**config.mk**
```make
export PLATFORM = sky130hd
export DESIGN_NAME = ans_map
export DESIGN_NICKNAME = d
export VERILOG_FILES = /design/src/rtl/ans_pkg.sv /design/src/rtl/ans_map.sv
export SDC_FILE = /design/constraint.sdc
export NUM_CORES = 2
export LEC_CHECK = 0
export BUFFER_PORTS_ARGS = -buffer_cell sky130_fd_sc_hd__clkbuf_2
export CORE_MARGIN = 2
export CORE_UTILIZATION = 62
export CTS_BUF_LIST = sky130_fd_sc_hd__clkbuf_8
export DETAILED_ROUTE_END_ITERATION = 8
export MAX_ROUTING_LAYER = met4
export PLACE_DENSITY = 0.76
export SLEW_MARGIN = 20
export SYNTH_ARGS = -nofsm -noshare
export SYNTH_HDL_FRONTEND = slang
export SYNTH_SLANG_ARGS = --single-unit
```
**constraint.sdc**
```tcl
create_clock -name clock -period 8.8 [get_ports clock]
set_input_delay 0.88 -clock clock [delete_from_list [all_inputs] [get_ports clock]]
set_output_delay 0.88 -clock clock [all_outputs]
set_load 0.01 [all_outputs]
```
**src/rtl/ans_pkg.sv**
```systemverilog
// Shared types, constants and helpers for the affine nearest neighbor sampler.
package ans_pkg;

   localparam int MAX_SRC_WIDTH  = 256;
   localparam int MAX_SRC_HEIGHT = 256;
   localparam int PIXEL_BITS     = 8;

   localparam int COL_BITS  = (MAX_SRC_WIDTH > 1) ? $clog2(MAX_SRC_WIDTH) : 1;
   localparam int ROW_BITS  = (MAX_SRC_HEIGHT > 1) ? $clog2(MAX_SRC_HEIGHT) : 1;
   localparam int ADDR_BITS = (MAX_SRC_WIDTH * MAX_SRC_HEIGHT > 1)
                              ? $clog2(MAX_SRC_WIDTH * MAX_SRC_HEIGHT) : 1;

   localparam int COORD_BITS     = 12;
   localparam int COORD_CMP_BITS = COORD_BITS + 1;
   localparam int PIXEL_IO_BITS  = 8;
   localparam int COEF_BITS      = 32;
   localparam int CENTER_BITS    = COORD_BITS + 2;
   localparam int PROD_BITS      = COEF_BITS + CENTER_BITS;
   localparam int ACC_BITS       = PROD_BITS + 2;
   localparam int FRAC_BITS      = 17;
   localparam int SRC_BITS       = ACC_BITS - FRAC_BITS;
   localparam int EXT_DIM_BITS   = 9;
   localparam int EXT_BITS       = 2 * EXT_DIM_BITS;
   localparam int CSR_ADDR_BITS  = 5;
   localparam int CSR_DATA_BITS  = 32;
   localparam int REG_IDX_BITS   = 3;

   localparam logic OP_WRITE = 1'b0;
   localparam logic OP_READ  = 1'b1;

   typedef logic [ADDR_BITS-1:0]             addr_type;
   typedef logic [PIXEL_BITS-1:0]            pixel_type;
   typedef logic [PIXEL_IO_BITS-1:0]         pixel_io_type;
   typedef logic [COORD_CMP_BITS-1:0]        coord_cmp_type;
   typedef logic signed [CENTER_BITS-1:0]    center_type;
   typedef logic signed [PROD_BITS-1:0]      prod_type;
   typedef logic signed [ACC_BITS-1:0]       acc_type;
   typedef logic [SRC_BITS-1:0]              src_type;
   typedef logic [CSR_DATA_BITS-1:0]         csr_data_type;

   typedef struct packed {
      logic                    op;
      logic [COORD_BITS-1:0]   x;
      logic [COORD_BITS-1:0]   y;
      logic [PIXEL_IO_BITS-1:0] pixel_in;
   } req_type;

   typedef struct packed {
      logic [PIXEL_IO_BITS-1:0] pixel_out;
      logic                     in_bounds;
   } rsp_type;

   typedef struct packed {
      logic signed [COEF_BITS-1:0] coef_a;
      logic signed [COEF_BITS-1:0] coef_b;
      logic signed [COEF_BITS-1:0] coef_c;
      logic signed [COEF_BITS-1:0] coef_d;
      logic signed [COEF_BITS-1:0] offset_x;
      logic signed [COEF_BITS-1:0] offset_y;
      logic [PIXEL_IO_BITS-1:0]    fill_value;
      logic [EXT_BITS-1:0]         source_extent;
   } cfg_type;

   typedef struct packed {
      logic     valid;
      logic     in_src;
      addr_type addr;
   } lookup_type;

   typedef enum logic [REG_IDX_BITS-1:0] {
      REG_COEF_A        = 3'd0,
      REG_COEF_B        = 3'd1,
      REG_COEF_C        = 3'd2,
      REG_COEF_D        = 3'd3,
      REG_OFFSET_X      = 3'd4,
      REG_OFFSET_Y      = 3'd5,
      REG_FILL_VALUE    = 3'd6,
      REG_SOURCE_EXTENT = 3'd7
   } reg_index_type;

   typedef enum logic [1:0] {
      ST_IDLE,
      ST_MAP,
      ST_LOAD
   } state_type;

   function automatic addr_type make_addr(input logic [ROW_BITS-1:0] row,
                                          input logic [COL_BITS-1:0] col);
      make_addr = addr_type'(row) * addr_type'(MAX_SRC_WIDTH) + addr_type'(col);
   endfunction

endpackage

```
**src/rtl/ans_map.sv**
```systemverilog
// Three-stage coordinate mapper: products, Q.17 sums, floor and bounds check.
module ans_map (
   input  logic                              clock,
   input  logic                              reset,
   input  logic                              start,
   input  logic [ans_pkg::COORD_BITS-1:0]    x,
   input  logic [ans_pkg::COORD_BITS-1:0]    y,
   input  ans_pkg::cfg_type                  cfg,
   output ans_pkg::lookup_type               lookup
);

   ans_pkg::center_type cx;
   ans_pkg::center_type cy;

   logic              s1_valid_ff;
   ans_pkg::prod_type prod_ax_ff, prod_by_ff, prod_cx_ff, prod_dy_ff;
   ans_pkg::prod_type prod_ax_in, prod_by_in, prod_cx_in, prod_dy_in;

   logic              s2_valid_ff;
   ans_pkg::acc_type  acc_x_ff, acc_y_ff;
   ans_pkg::acc_type  acc_x_in, acc_y_in;

   logic              s3_valid_ff;
   logic              inside_ff;
   ans_pkg::addr_type addr_ff;
   logic              inside_in;
   ans_pkg::addr_type addr_in;

   ans_pkg::src_type  sx, sy;
   ans_pkg::src_type  ext_w, ext_h;
   logic              inside_x, inside_y;

   assign cx = ans_pkg::center_type'({1'b0, x, 1'b1});
   assign cy = ans_pkg::center_type'({1'b0, y, 1'b1});

   assign prod_ax_in = ans_pkg::prod_type'(cfg.coef_a) * ans_pkg::prod_type'(cx);
   assign prod_by_in = ans_pkg::prod_type'(cfg.coef_b) * ans_pkg::prod_type'(cy);
   assign prod_cx_in = ans_pkg::prod_type'(cfg.coef_c) * ans_pkg::prod_type'(cx);
   assign prod_dy_in = ans_pkg::prod_type'(cfg.coef_d) * ans_pkg::prod_type'(cy);

   assign acc_x_in = ans_pkg::acc_type'(prod_ax_ff) + ans_pkg::acc_type'(prod_by_ff)
                   + ans_pkg::acc_type'(signed'({cfg.offset_x, 1'b0}));
   assign acc_y_in = ans_pkg::acc_type'(prod_cx_ff) + ans_pkg::acc_type'(prod_dy_ff)
                   + ans_pkg::acc_type'(signed'({cfg.offset_y, 1'b0}));

   // floor toward minus infinity
   assign sx = acc_x_ff[ans_pkg::ACC_BITS-1:ans_pkg::FRAC_BITS];
   assign sy = acc_y_ff[ans_pkg::ACC_BITS-1:ans_pkg::FRAC_BITS];

   assign ext_w = ans_pkg::src_type'(cfg.source_extent[ans_pkg::EXT_DIM_BITS-1:0]);
   assign ext_h = ans_pkg::src_type'(
                  cfg.source_extent[ans_pkg::EXT_BITS-1:ans_pkg::EXT_DIM_BITS]);

   assign inside_x = !sx[ans_pkg::SRC_BITS-1] && (sx < ext_w)
                   && (sx < ans_pkg::src_type'(ans_pkg::MAX_SRC_WIDTH));
   assign inside_y = !sy[ans_pkg::SRC_BITS-1] && (sy < ext_h)
                   && (sy < ans_pkg::src_type'(ans_pkg::MAX_SRC_HEIGHT));
   assign inside_in = inside_x && inside_y;
   assign addr_in   = ans_pkg::make_addr(sy[ans_pkg::ROW_BITS-1:0],
                                         sx[ans_pkg::COL_BITS-1:0]);

   assign lookup.valid  = s3_valid_ff;
   assign lookup.in_src = inside_ff;
   assign lookup.addr   = addr_ff;

   always_ff @(posedge clock) begin
      if (reset) begin
         s1_valid_ff <= 1'b0;
         s2_valid_ff <= 1'b0;
         s3_valid_ff <= 1'b0;
      end else begin
         s1_valid_ff <= start;
         s2_valid_ff <= s1_valid_ff;
         s3_valid_ff <= s2_valid_ff;
      end
   end

   always_ff @(posedge clock) begin
      prod_ax_ff <= prod_ax_in;
      prod_by_ff <= prod_by_in;
      prod_cx_ff <= prod_cx_in;
      prod_dy_ff <= prod_dy_in;
      acc_x_ff   <= acc_x_in;
      acc_y_ff   <= acc_y_in;
      inside_ff  <= inside_in;
      addr_ff    <= addr_in;
   end

endmodule

```
==> summary.md <==
| Metric | Value |
|---|---|
| DIE HEIGHT | between 300 and 400 um |
| Row cnt | 122 |
| Cell variety after synth | slightly above 90 |
| Rel. slew slack | between 20% and 30% |
| EDFF count, synth | 0 |
| Dpl ws | about 0.95 ns |
| Fin. max-slew vios | 0 |
| Die ar. | ~110000 sq um |
| Startpoint types | input pin |
| Least-Margin Pin Slew | 1.11 ns |
| PortBufs | 254 |
| Dpl hpwl | 136000 um |
| Worst R2R Start | prod_ax_ff[21] |
| Initial DRC count | roughly 2500 |
| CP required | 9.30 ns |
| FMAX | 137 MHz |
| Number of gates resized after cts | 0 |
| Worst EP arrival | 7.80 ns |
| Seq/Total Area, Yosys | 7.67% |
| Post-route DRC | 0 |
| Top_reg_cell synth | dfxtp_1 |
| Area share of the largest cell type after synthesis | 46.2% |
| Util after Layout | ~66% |
| Crit. Startpoint | y[9] |
| Starting Density | 62.6% |
| Global-route wire length before repair | 276000 um |
| Worst setup margin | 1.50 ns |
| Final ANT Viol Nets | 0 |
| Status | finished, final reports clean |
| FF+latch count, synth | 266 |
| Largest net degree at the start of global routing | 46 |
| WL final | approximately 160000 um |
| Most common cell on crit path | fa_1 |
| Crit-path cells | buf_2, buf_4, nand2_1, fa_1, fa_1, fa_1, inv_1, fa_1, fa_1, inv_1, fa_1, inv_1, ha_1, a21o_1, nor2b_1, nor2_1, o2111ai_1, o211ai_2, o31ai_4, a311o_2, o41ai_4, nor2_1, nor4_2 |
| Via count | slightly below 50000 |
| Yosys top cell by area | fa_1 |
| Most common cell in the synthesized netlist | inv_1 |
| HP Class | reg2reg |
| CTS Sinks | 266 |
| DR vias/cell | between 5 and 6 |
| Post-CTS Setup Inserts | 0 |
| Yosys warning total | 0 |
| Slowest-stage cell, CP | buf_2 |
| Clock skew | 0.0399 ns |
| Clk pin slew, worst setup/hold paths | around 0.07 ns |
| Vias in the first global route | 55650 |
| Global route overflow | 0 |
| Min-delay src | acc_y_ff[17] |
| CTS HTree Levels | 2 |
| Ratio of cells with drive above 1 in the final layout | 5.48% |
| Top cells by count, synth | inv_1 (1826), fa_1 (1602), and2_1 (840) |
| Total CTS buffers | 41 |
| Asr flop ratio synth | 0% |
| Top post-synthesis cells by area | fa_1 (46%), inv_1 (9.9%), ha_1 (9.6%), dfxtp_1 (7.7%), and2_1 (7.6%) |
| TNS Setup | 0 ns |
| Mapped Area | between 60000 and 70000 sq um |
| Chip width | 339 um |
| Cell family with most CP delay | adder cells |
| Initial antenna violation count | 15 |
| Total global-route track usage | 30.8% |
| Post-route minimum period | 7.30 ns |
| CP Class | in2reg |
| Core area | 111000 sq um |
| First-pass iteration count of the detailed router | 5 |
| Syn nets | just under 10000 |
| Cts hold-fix bufs | 0 |
| Mapped Cells | approximately 7500 |
| Max incr delay on CP | 0.74 ns |
| CTS tree | yes |
| Hold Vio Cnt, Final | 0 |
| RSZ-0062 raised after global routing | false |
| CP Max Fanout | 43 |
| Clk root buf | clkbuf_8 |
| CP Buf/Inv Count | 5 |
| IO Pins | approximately 260 |
| Max Cap Viol | 0 |
| Period utilisation layout | around 83% |
| Clk Latency, worst-skew pair | 0.59 ns |
| Gpl congestion | 0.948 |
| Final nets | between 9000 and 10000 |
| Final setup viols | 0 |
| Clk buf depth | 3 |
| Avg Inst Size Synth | 9.21 sq um |
| Routed len/inst | roughly 18 um |
| Layout area overhead | 4.66% |
| Critical Path Sink Type | register |
## flip-flops by register name (all words and copies together), names as in the netlist
| signal | count |
|---|---|
| prod_by_ff | 46 |
| s1_valid_ff | 1 |
| s3_valid_ff | 1 |
| s2_valid_ff | 1 |
| prod_ax_ff | 46 |
| inside_ff | 1 |
| prod_dy_ff | 46 |
| prod_cx_ff | 46 |
| acc_y_ff | 31 |
| acc_x_ff | 31 |
| addr_ff | 16 |
## placed cells by master, fill, tap and decap left out, types with 13 or more instances in the layout
| cell | n |
|---|---|
| nor2b_1 | 37 |
| nand3_1 | 47 |
| nand2_1 | 837 |
| dfxtp_1 | 266 |
| a21o_1 | 129 |
| o211ai_1 | 13 |
| nor3_1 | 31 |
| fa_1 | 1602 |
| xor2_1 | 75 |
| diode_2 | 13 |
| clkbuf_8 | 52 |
| and2_1 | 840 |
| and3_1 | 29 |
| ha_1 | 530 |
| nand2b_1 | 38 |
| o21a_1 | 28 |
| a211oi_1 | 20 |
| buf_4 | 44 |
| nor2_1 | 103 |
| o21ai_0 | 103 |
| nand4_1 | 26 |
| inv_1 | 1832 |
| xnor2_1 | 173 |
| clkbuf_2 | 250 |
| o21bai_1 | 29 |
| o21ai_1 | 13 |
| a31oi_1 | 19 |
| a21oi_1 | 226 |
## final cells by class
cell class / instances / area (sq um)
fill: 9205 / 38200
inverter: 1826 / 6850
clock buffer: 52 / 716
tap: 1488 / 1860
timing repair buffer: 299 / 1620
antenna: 13 / 32.5
sequential: 266 / 5330
clock inverter: 17 / 168
multi-input combinational: 5133 / 56100
## stage by stage
stage,instance area [sq um],std cells,hold slack [ns]
after floorplan,69400,7534,0.323
after global placement,71700,9012,0.333
after detailed placement,71700,9012,0.337
after CTS,72600,9081,0.351
after global routing,72600,9093,0.357
final,72600,9094,0.352
## kinds of logic after synthesis
logic type	synth area share, %
fa+ha+maj	55.8
flops	7.67
xor+xnor	3.13
mux	0.0306
compound gates	6.83
simple gates	15.0
buf+inv	11.6
## routing by layer
metal  GRT usage, %  routed length [um]  vias to the layer above
li1               -                   -                    22365
met1           36.9               64500                    25617
met2           54.9               86100                     1423
met3           3.54                8880                      334
met4           8.68                4790                        0
met5              -                   0                        -
## worst reg2reg max path, cell delays in order, from the launching register on
cell	delay [ns]
dfxtp_1	0.38
fa_1	0.47
ha_1	0.38
a21o_1	0.22
a21o_1	0.17
a2111oi_0	0.72
o31ai_1	0.17
a21oi_1	0.34
a21oi_1	0.13
nor2_2	0.21
o21ai_1	0.13
a41o_1	0.26
xor2_1	0.23
## worst paths after layout
kind         slack [ns]        endpoint  cells past startpoint
max                1.50  prod_by_ff[41]                     23
min                0.35      addr_ff[8]                      0
max reg2reg        4.90    acc_x_ff[40]                     12
min reg2reg        0.35      addr_ff[8]                      0
Power is not shown: default switching activity piles up to over one toggle a cycle in this logic, so the estimate is an artifact.
