$ cat config.mk
export PLATFORM = sky130hd
export DESIGN_NAME = ans_csr
export DESIGN_NICKNAME = d
export VERILOG_FILES = /design/src/rtl/ans_pkg.sv /design/src/rtl/ans_csr.sv
export SDC_FILE = /design/constraint.sdc
export NUM_CORES = 1
export LEC_CHECK = 0
export ABC_AREA = 1
export BUFFER_PORTS_ARGS = -buffer_cell sky130_fd_sc_hd__buf_2
export CORE_ASPECT_RATIO = 1.5
export CORE_MARGIN = 2
export CORE_UTILIZATION = 52
export DETAILED_ROUTE_END_ITERATION = 8
export PLACE_DENSITY = 0.91
export SKIP_LAST_GASP = 1
export SLEW_MARGIN = 0
export SYNTH_ARGS = -nofsm -noshare
export SYNTH_HDL_FRONTEND = slang
export SYNTH_SLANG_ARGS = --single-unit
$ cat constraint.sdc
create_clock -name clock -period 1.78 [get_ports clock]
set_input_delay 0.356 -clock clock [delete_from_list [all_inputs] [get_ports clock]]
set_output_delay 0.356 -clock clock [all_outputs]
set_load 0.01 [all_outputs]
$ cat src/rtl/ans_pkg.sv
// Shared types, constants and helpers for the affine nearest neighbor sampler.
package ans_pkg;

   localparam int MAX_SRC_WIDTH  = 256;
   localparam int MAX_SRC_HEIGHT = 256;
   localparam int PIXEL_BITS     = 8;

   localparam int COL_BITS  = (MAX_SRC_WIDTH > 1) ? $clog2(MAX_SRC_WIDTH) : 1;
   localparam int ROW_BITS  = (MAX_SRC_HEIGHT > 1) ? $clog2(MAX_SRC_HEIGHT) : 1;
   localparam int ADDR_BITS = (MAX_SRC_WIDTH * MAX_SRC_HEIGHT > 1)
                              ? $clog2(MAX_SRC_WIDTH * MAX_SRC_HEIGHT) : 1;

   localparam int COORD_BITS     = 12;
   localparam int COORD_CMP_BITS = COORD_BITS + 1;
   localparam int PIXEL_IO_BITS  = 8;
   localparam int COEF_BITS      = 32;
   localparam int CENTER_BITS    = COORD_BITS + 2;
   localparam int PROD_BITS      = COEF_BITS + CENTER_BITS;
   localparam int ACC_BITS       = PROD_BITS + 2;
   localparam int FRAC_BITS      = 17;
   localparam int SRC_BITS       = ACC_BITS - FRAC_BITS;
   localparam int EXT_DIM_BITS   = 9;
   localparam int EXT_BITS       = 2 * EXT_DIM_BITS;
   localparam int CSR_ADDR_BITS  = 5;
   localparam int CSR_DATA_BITS  = 32;
   localparam int REG_IDX_BITS   = 3;

   localparam logic OP_WRITE = 1'b0;
   localparam logic OP_READ  = 1'b1;

   typedef logic [ADDR_BITS-1:0]             addr_type;
   typedef logic [PIXEL_BITS-1:0]            pixel_type;
   typedef logic [PIXEL_IO_BITS-1:0]         pixel_io_type;
   typedef logic [COORD_CMP_BITS-1:0]        coord_cmp_type;
   typedef logic signed [CENTER_BITS-1:0]    center_type;
   typedef logic signed [PROD_BITS-1:0]      prod_type;
   typedef logic signed [ACC_BITS-1:0]       acc_type;
   typedef logic [SRC_BITS-1:0]              src_type;
   typedef logic [CSR_DATA_BITS-1:0]         csr_data_type;

   typedef struct packed {
      logic                    op;
      logic [COORD_BITS-1:0]   x;
      logic [COORD_BITS-1:0]   y;
      logic [PIXEL_IO_BITS-1:0] pixel_in;
   } req_type;

   typedef struct packed {
      logic [PIXEL_IO_BITS-1:0] pixel_out;
      logic                     in_bounds;
   } rsp_type;

   typedef struct packed {
      logic signed [COEF_BITS-1:0] coef_a;
      logic signed [COEF_BITS-1:0] coef_b;
      logic signed [COEF_BITS-1:0] coef_c;
      logic signed [COEF_BITS-1:0] coef_d;
      logic signed [COEF_BITS-1:0] offset_x;
      logic signed [COEF_BITS-1:0] offset_y;
      logic [PIXEL_IO_BITS-1:0]    fill_value;
      logic [EXT_BITS-1:0]         source_extent;
   } cfg_type;

   typedef struct packed {
      logic     valid;
      logic     in_src;
      addr_type addr;
   } lookup_type;

   typedef enum logic [REG_IDX_BITS-1:0] {
      REG_COEF_A        = 3'd0,
      REG_COEF_B        = 3'd1,
      REG_COEF_C        = 3'd2,
      REG_COEF_D        = 3'd3,
      REG_OFFSET_X      = 3'd4,
      REG_OFFSET_Y      = 3'd5,
      REG_FILL_VALUE    = 3'd6,
      REG_SOURCE_EXTENT = 3'd7
   } reg_index_type;

   typedef enum logic [1:0] {
      ST_IDLE,
      ST_MAP,
      ST_LOAD
   } state_type;

   function automatic addr_type make_addr(input logic [ROW_BITS-1:0] row,
                                          input logic [COL_BITS-1:0] col);
      make_addr = addr_type'(row) * addr_type'(MAX_SRC_WIDTH) + addr_type'(col);
   endfunction

endpackage

$ cat src/rtl/ans_csr.sv
// Configuration register file with an APB-style access port.
module ans_csr (
   input  logic                                clock,
   input  logic                                reset,
   input  logic                                csr_psel,
   input  logic                                csr_penable,
   input  logic                                csr_pwrite,
   input  logic [ans_pkg::CSR_ADDR_BITS-1:0]   csr_paddr,
   input  logic [ans_pkg::CSR_DATA_BITS-1:0]   csr_pwdata,
   output logic [ans_pkg::CSR_DATA_BITS-1:0]   csr_prdata,
   output logic                                csr_pready,
   output ans_pkg::cfg_type                    cfg
);

   ans_pkg::cfg_type       cfg_ff;
   ans_pkg::cfg_type       cfg_in;
   ans_pkg::reg_index_type reg_idx;
   logic                   wr_en;

   assign reg_idx    = ans_pkg::reg_index_type'(csr_paddr[ans_pkg::CSR_ADDR_BITS-1:2]);
   assign wr_en      = csr_psel && csr_penable && csr_pwrite;
   assign csr_pready = 1'b1;
   assign cfg        = cfg_ff;

   always_comb begin
      cfg_in = cfg_ff;
      if (wr_en) begin
         case (reg_idx)
            ans_pkg::REG_COEF_A:        cfg_in.coef_a   = csr_pwdata;
            ans_pkg::REG_COEF_B:        cfg_in.coef_b   = csr_pwdata;
            ans_pkg::REG_COEF_C:        cfg_in.coef_c   = csr_pwdata;
            ans_pkg::REG_COEF_D:        cfg_in.coef_d   = csr_pwdata;
            ans_pkg::REG_OFFSET_X:      cfg_in.offset_x = csr_pwdata;
            ans_pkg::REG_OFFSET_Y:      cfg_in.offset_y = csr_pwdata;
            ans_pkg::REG_FILL_VALUE:
               cfg_in.fill_value = csr_pwdata[ans_pkg::PIXEL_IO_BITS-1:0];
            ans_pkg::REG_SOURCE_EXTENT:
               cfg_in.source_extent = csr_pwdata[ans_pkg::EXT_BITS-1:0];
            default: cfg_in = cfg_ff;
         endcase
      end
   end

   always_comb begin
      case (reg_idx)
         ans_pkg::REG_COEF_A:        csr_prdata = cfg_ff.coef_a;
         ans_pkg::REG_COEF_B:        csr_prdata = cfg_ff.coef_b;
         ans_pkg::REG_COEF_C:        csr_prdata = cfg_ff.coef_c;
         ans_pkg::REG_COEF_D:        csr_prdata = cfg_ff.coef_d;
         ans_pkg::REG_OFFSET_X:      csr_prdata = cfg_ff.offset_x;
         ans_pkg::REG_OFFSET_Y:      csr_prdata = cfg_ff.offset_y;
         ans_pkg::REG_FILL_VALUE:
            csr_prdata = ans_pkg::csr_data_type'(cfg_ff.fill_value);
         ans_pkg::REG_SOURCE_EXTENT:
            csr_prdata = ans_pkg::csr_data_type'(cfg_ff.source_extent);
         default: csr_prdata = '0;
      endcase
   end

   always_ff @(posedge clock) begin
      if (reset) begin
         cfg_ff.coef_a        <= 32'sd65536;
         cfg_ff.coef_b        <= '0;
         cfg_ff.coef_c        <= '0;
         cfg_ff.coef_d        <= 32'sd65536;
         cfg_ff.offset_x      <= '0;
         cfg_ff.offset_y      <= '0;
         cfg_ff.fill_value    <= '0;
         cfg_ff.source_extent <= '0;
      end else begin
         cfg_ff <= cfg_in;
      end
   end

endmodule

==> results.yml, run 1 <==
setup_path:
  worstRegToRegCells: 2
  start_kind: "register"
  worst-setup-path-type: "register to output pin"
  timing.rr.start: "cfg[15]"
  crit_fanout: 3
  critPathLaunch: "cfg[73]"
  cp.arrival_ns: 1.46
  end_kind: "output pin"
  critPathRequiredTime_ns: 1.42
  rr_endpoint: "cfg[15]"
  r2r_slack_ns: 0.95
synthesis:
  netlist_area_sq_um: 9870
  ys_types: 21
  seq_area_frac_synth_pct: 44.2
  syn_inst: 1458
  avgSynthCellArea_sq_um: 6.77
  synthTopCellsByCount: "391 x nor2_1, 218 x dfxtp_1, 164 x o21ai_1, 136 x nor3_1, 129 x nand2_1"
  synth_edf_count: 0
  synthTopCellsByArea: "dfxtp_1 44%, nor2_1 15%, o21ai_1 8.3%, nor3_1 6.9%, nand2_1 4.9%"
  synth_top_cell_by_area: "dfxtp_1"
  synth_top_cell_area_share_pct: 44.2
  ys_seq_elements: 218
  synthArstFlopShare_pct: 0
  synth_nets: 1500
  yosysMostFrequentCell: "nor2_1"
  yosys_warnings: 0
  ys.flop_type: "dfxtp_1"
sta:
  finalSetupTns_ns: -0.0354
  finalCriticalPeriod_ns: 1.82
  max_freq_mhz: 551
  setup_ws_ns: -0.0354
  worst_pin_slew_ns: 0.552
  setup_viol: 1
  hold_violations: 0
  relSlewSlack_pct: 63.2
  slew_violations: 0
  fin_worst_hold_slack_ns: 0.174
  clock_skew_ns: 0
  rsz0062_at_grt: "yes"
  period_share_pct: 102
floorplan:
  die-area_sq_um: 20100
  fp.dieH_um: 173
  start_util_pct: 53.2
  fp-row-count: 61
  coreArea_sq_um: 18500
  die-width_um: 116
  pin_count: 293
drt:
  initialDrtViolationCount: 1973
  via_per_inst: 6.11
  remaining_drc_errors: 0
  final_antenna_net_count: 0
  wl_um: 40100
  wire_per_inst_um: 20.1
  num_vias: 12200
  drt_pass1_iterations: 9
placed_design:
  port_buffers: 289
  placed_cells: 1950
  place_area_sq_um: 12000
  dpl.hpwl_um: 25800
  gp_congestion: 0.950
  place_ws_ns: -0.189
clock_network:
  path_clk_slew_ns: 0.07
  clk_latency_ns: 0.49
  h-tree-depth: 1
  cts_tree: "built"
  clockBufferDepth: 3
  cts.sinks: 218
  clockRootBuffer: "clkbuf_16"
  cts_buffers: 21
cells_and_area:
  drive_above_1_share_pct: 26.9
  fill_cells: 1401
  area_growth_pct: 32.2
  fin_area_sq_um: 13000
  largest_reg_flops: 218
  antennaDiodeCount: 0
  fin_nets: 1773
  instances_no_fill: 1995
pwr:
  leakage_uw: 0.00623
  power_density_nw_per_um2: 800
  vdd_drop_max_mv: 0.793
worst_hold_path:
  hold_path_end: "cfg[55]"
  hold_path.class: "input pin to register"
  min_from: "csr_pwdata[29]"
  hold_depth: 3
flow_run:
  cap_violations: 0
grt:
  antenna_found_initial: 0
  grt_pass1_wl_um: 60600
  gr-total-overflow: 0
  first_global_vias: 11300
  track_usage_pct: 37.7
  grt_max_degree: 62
run_status:
  violations: "negative setup slack"
  status: "finished, violations left"
==> report_power, final <==
part	switching, uW	internal, uW
combinational	667	331
sequential	54.5	4940
clock	1960	2490
total	2680	7760
==> metal layers <==
layer	GRT usage, %	vias up	share of wire [%]
li1	-	5355	-
met1	46.5	5469	34
met2	59.2	1096	46
met3	7.54	269	12
met4	24.2	0	7.7
met5	0	-	0
==> timing repair <==
item	CTS	global route
resized for setup	9	59
hold buffers	0	0
setup endpoints to repair	22	29
cloned	0	4
pin swaps	0	20
hold endpoints to repair	0	0
buffers inserted	3	3
==> through the flow <==
| step | util [%] | total power (uW) |
|---|---|---|
| 2_1_floorplan | - | 5530 |
| 3_3_place_gp | 64.9 | 5970 |
| 3_5_place_dp | 64.9 | 5990 |
| 4_1_cts | 68.8 | 10300 |
| 5_1_grt | 70.3 | 10700 |
| 6_report | 70.3 | 10400 |
==> worst max-delay path by stage <==
stage | to | slack (ns)
after detailed placement | cfg[1] | -0.19
after global routing | csr_prdata[13] | -0.09
final | csr_prdata[15] | -0.04
after global placement | cfg[2] | -0.12
after CTS | csr_prdata[19] | -0.01
after floorplan | csr_prdata[18] | 0.12
==> final cells by class <==
class | count | area [sq um] | share of cell area [%]
well taps | 252 | 315 | 2.42
clock inverters | 7 | 70.1 | 0.537
inverters | 79 | 314 | 2.41
flip-flops and latches | 218 | 4380 | 33.6
multi-input cells | 1035 | 4810 | 36.8
repair buffers | 376 | 2570 | 19.7
clock buffers | 28 | 592 | 4.54
==> placed cells by master, fill, tap and decap left out, types with 4 or more instances in the layout <==
cell       synthesis  layout
nand4_1           67      67
nand2_2            1       9
clkbuf_8           0       4
nand2_1          129     120
nor2_2             5      11
nand3_1           69      65
buf_4              7      48
buf_2             37     285
nor3_1           136     136
nor2_1           391     376
clkbuf_16          0      24
dfxtp_2            0      11
o21ai_0           66      66
nand3_2            3       4
buf_6              1      10
nor2_4             3      12
inv_2              6       5
buf_12             0      29
dfxtp_1          218     207
inv_1             73      70
o21ai_1          164     164
==> logic make-up (layout without fill, tap and decap cells) <==
logic type             Yosys count  after routing  share of synthesized area (%)
AOI/OAI and AO/OA              230            230                           11.7
buffers and inverters          205            490                           8.62
DFF                            218            218                           44.2
other                            1              1                         0.0380
and+or+nand+nor                804            804                           35.5
==> critical path: stages, from the launching register on <==
cell and delay [ns]:
dfxtp_1 0.35, nand3_1 0.10, nand2_1 0.09, nor2_1 0.15, nand3_1 0.11, buf_2 0.15
No activity file was read; power rests on OpenSTA's default activity.
==> inputs of run 2 (changes only) <==
- CORE_UTILIZATION: 52 -> 54
- CTS_BUF_LIST: default -> sky130_fd_sc_hd__clkbuf_4
- PLACE_DENSITY: 0.91 -> 0.94
==> results.yml, run 2 (synthesis gave the netlist of run 1 again) <==
setup_path:
  end_kind: "output pin"
  r2r_slack_ns: 0.95
  critPathRequiredTime_ns: 1.42
  start_kind: "register"
  timing.rr.start: "cfg[67]"
  cp.arrival_ns: 1.55
  crit_fanout: 2
  worstRegToRegCells: 3
  rr_endpoint: "cfg[67]"
  worst-setup-path-type: "register to output pin"
flow_run:
  cap_violations: 0
sta:
  hold_violations: 0
  setup_ws_ns: -0.131
  slew_violations: 0
  period_share_pct: 107
  finalCriticalPeriod_ns: 1.91
  setup_viol: 32
  clock_skew_ns: 0
  max_freq_mhz: 523
  rsz0062_at_grt: "yes"
run_status:
  violations: "negative setup slack"
  status: "finished, violations left"
pwr:
  leakage_uw: 0.00663
  total_power_uw: 10500
  vdd_drop_max_mv: 0.561
  power_density_nw_per_um2: 765
clock_network:
  clockRootBuffer: "clkbuf_4"
  path_clk_slew_ns: 0.09
  cts.sinks: 218
  cts_tree: "built"
  h-tree-depth: 2
  clk_latency_ns: 0.62
  clockBufferDepth: 3
  cts_buffers: 51
cells_and_area:
  final_cell_mix: "362 x nor2_1, 281 x buf_2, 157 x o21ai_1"
  final_common_cell: "nor2_1"
  fin_area_sq_um: 13700
  largest_reg_flops: 218
  instances_no_fill: 2054
  area_growth_pct: 38.9
  drive_above_1_share_pct: 36.2
  fin_nets: 1838
grt:
  track_usage_pct: 40.1
  grt_pass1_wl_um: 61700
  first_global_vias: 11800
  grt_max_degree: 60
  gr-total-overflow: 0
  antenna_found_initial: 1
drt:
  initialDrtViolationCount: 2153
  final_antenna_net_count: 0
  drt_pass1_iterations: 8
  via_per_inst: 6.31
  remaining_drc_errors: 0
  num_vias: 13000
  wl_um: 43200
  wire_per_inst_um: 21.0
worst_hold_path:
  min_from: "csr_pwdata[19]"
  hold_depth: 3
  hold_path.class: "input pin to register"
  hold_path_end: "cfg[205]"
floorplan:
  coreArea_sq_um: 17900
  pin_count: 293
  fp-row-count: 60
  die-width_um: 114
  fp.dieH_um: 170
  die-area_sq_um: 19400
  start_util_pct: 55.0
placed_design:
  place_area_sq_um: 12000
  gp_congestion: 0.939
  port_buffers: 289
  place_ws_ns: -0.165
  dpl.hpwl_um: 25200
  placed_cells: 1912
## run 2: cell types whose count changed in the layout (fill, tap and decap cells not counted), sizes merged
cell      delta
clkbuf      +51
buf         +35
clkinv       +8
inv          -2
bufbuf       +1
bufinv       +1
clkinvlp     -1
diode        +1
## run 2: timing repair
action	4_1_cts	5_1_grt
pin swaps	26	62
buffers inserted	26	16
cloned	3	3
hold buffers	0	0
setup endpoints to repair	32	32
gates resized for setup	82	107
## run 2: area by class of cell
class / instances / area [sq um]
Clock buffer: 80 / 601
Inverter: 79 / 307
Antenna cell: 1 / 2.50
Clock inverter: 13 / 103
Timing Repair Buffer: 411 / 2970
Tap cell: 217 / 272
Sequential cell: 218 / 4460
Fill cell: 1118 / 4240
Multi-Input combinational cell: 1035 / 4990
## run 2: worst max-delay path: stages, from the launching register on
cell and delay [ns]:
dfxtp_2 0.35, nand4_1 0.09, nand2_1 0.08, nor2_2 0.15
nand3_2 0.11, buf_6 0.14
## run 2: stage by stage
stage / utilization, % / hold slack, ns / setup TNS [ns]
floorplan: - / 0.469 / 0
global placement: 67.0 / 0.460 / -1.29
detailed placement: 67.0 / 0.483 / -2.62
CTS: 73.6 / 0.0256 / -0.956
global route: 76.4 / 0.0533 / -3.66
finish: 76.4 / 0.0472 / -1.92
## run 2: worst max path at each step
stage | startpoint | end | cells after the start
after CTS | cfg[43] | csr_prdata[17] | 5
after detailed placement | csr_paddr[2] | csr_prdata[6] | 8
after global placement | csr_paddr[2] | csr_prdata[0] | 8
after floorplan | csr_paddr[3] | csr_prdata[18] | 8
final | cfg[43] | csr_prdata[17] | 5
after global routing | cfg[43] | csr_prdata[17] | 5
## run 2: per-layer routing
layer	up-vias	GRT usage, %	share of wire (%)
met4	0	28.6	9.6
met5	-	0	0
met2	1297	66.1	46
met3	412	7.50	13
li1	5525	-	-
met1	5737	46.5	32
## run 2: power breakdown
| part | leakage (uW) | internal, uW | switching [uW] |
|---|---|---|---|
| Combinational | 0.00441 | 384 | 714 |
| Sequential | 0.00180 | 4940 | 52.7 |
| Clock | 0.000416 | 2330 | 2070 |
| Total | 0.00663 | 7650 | 2840 |
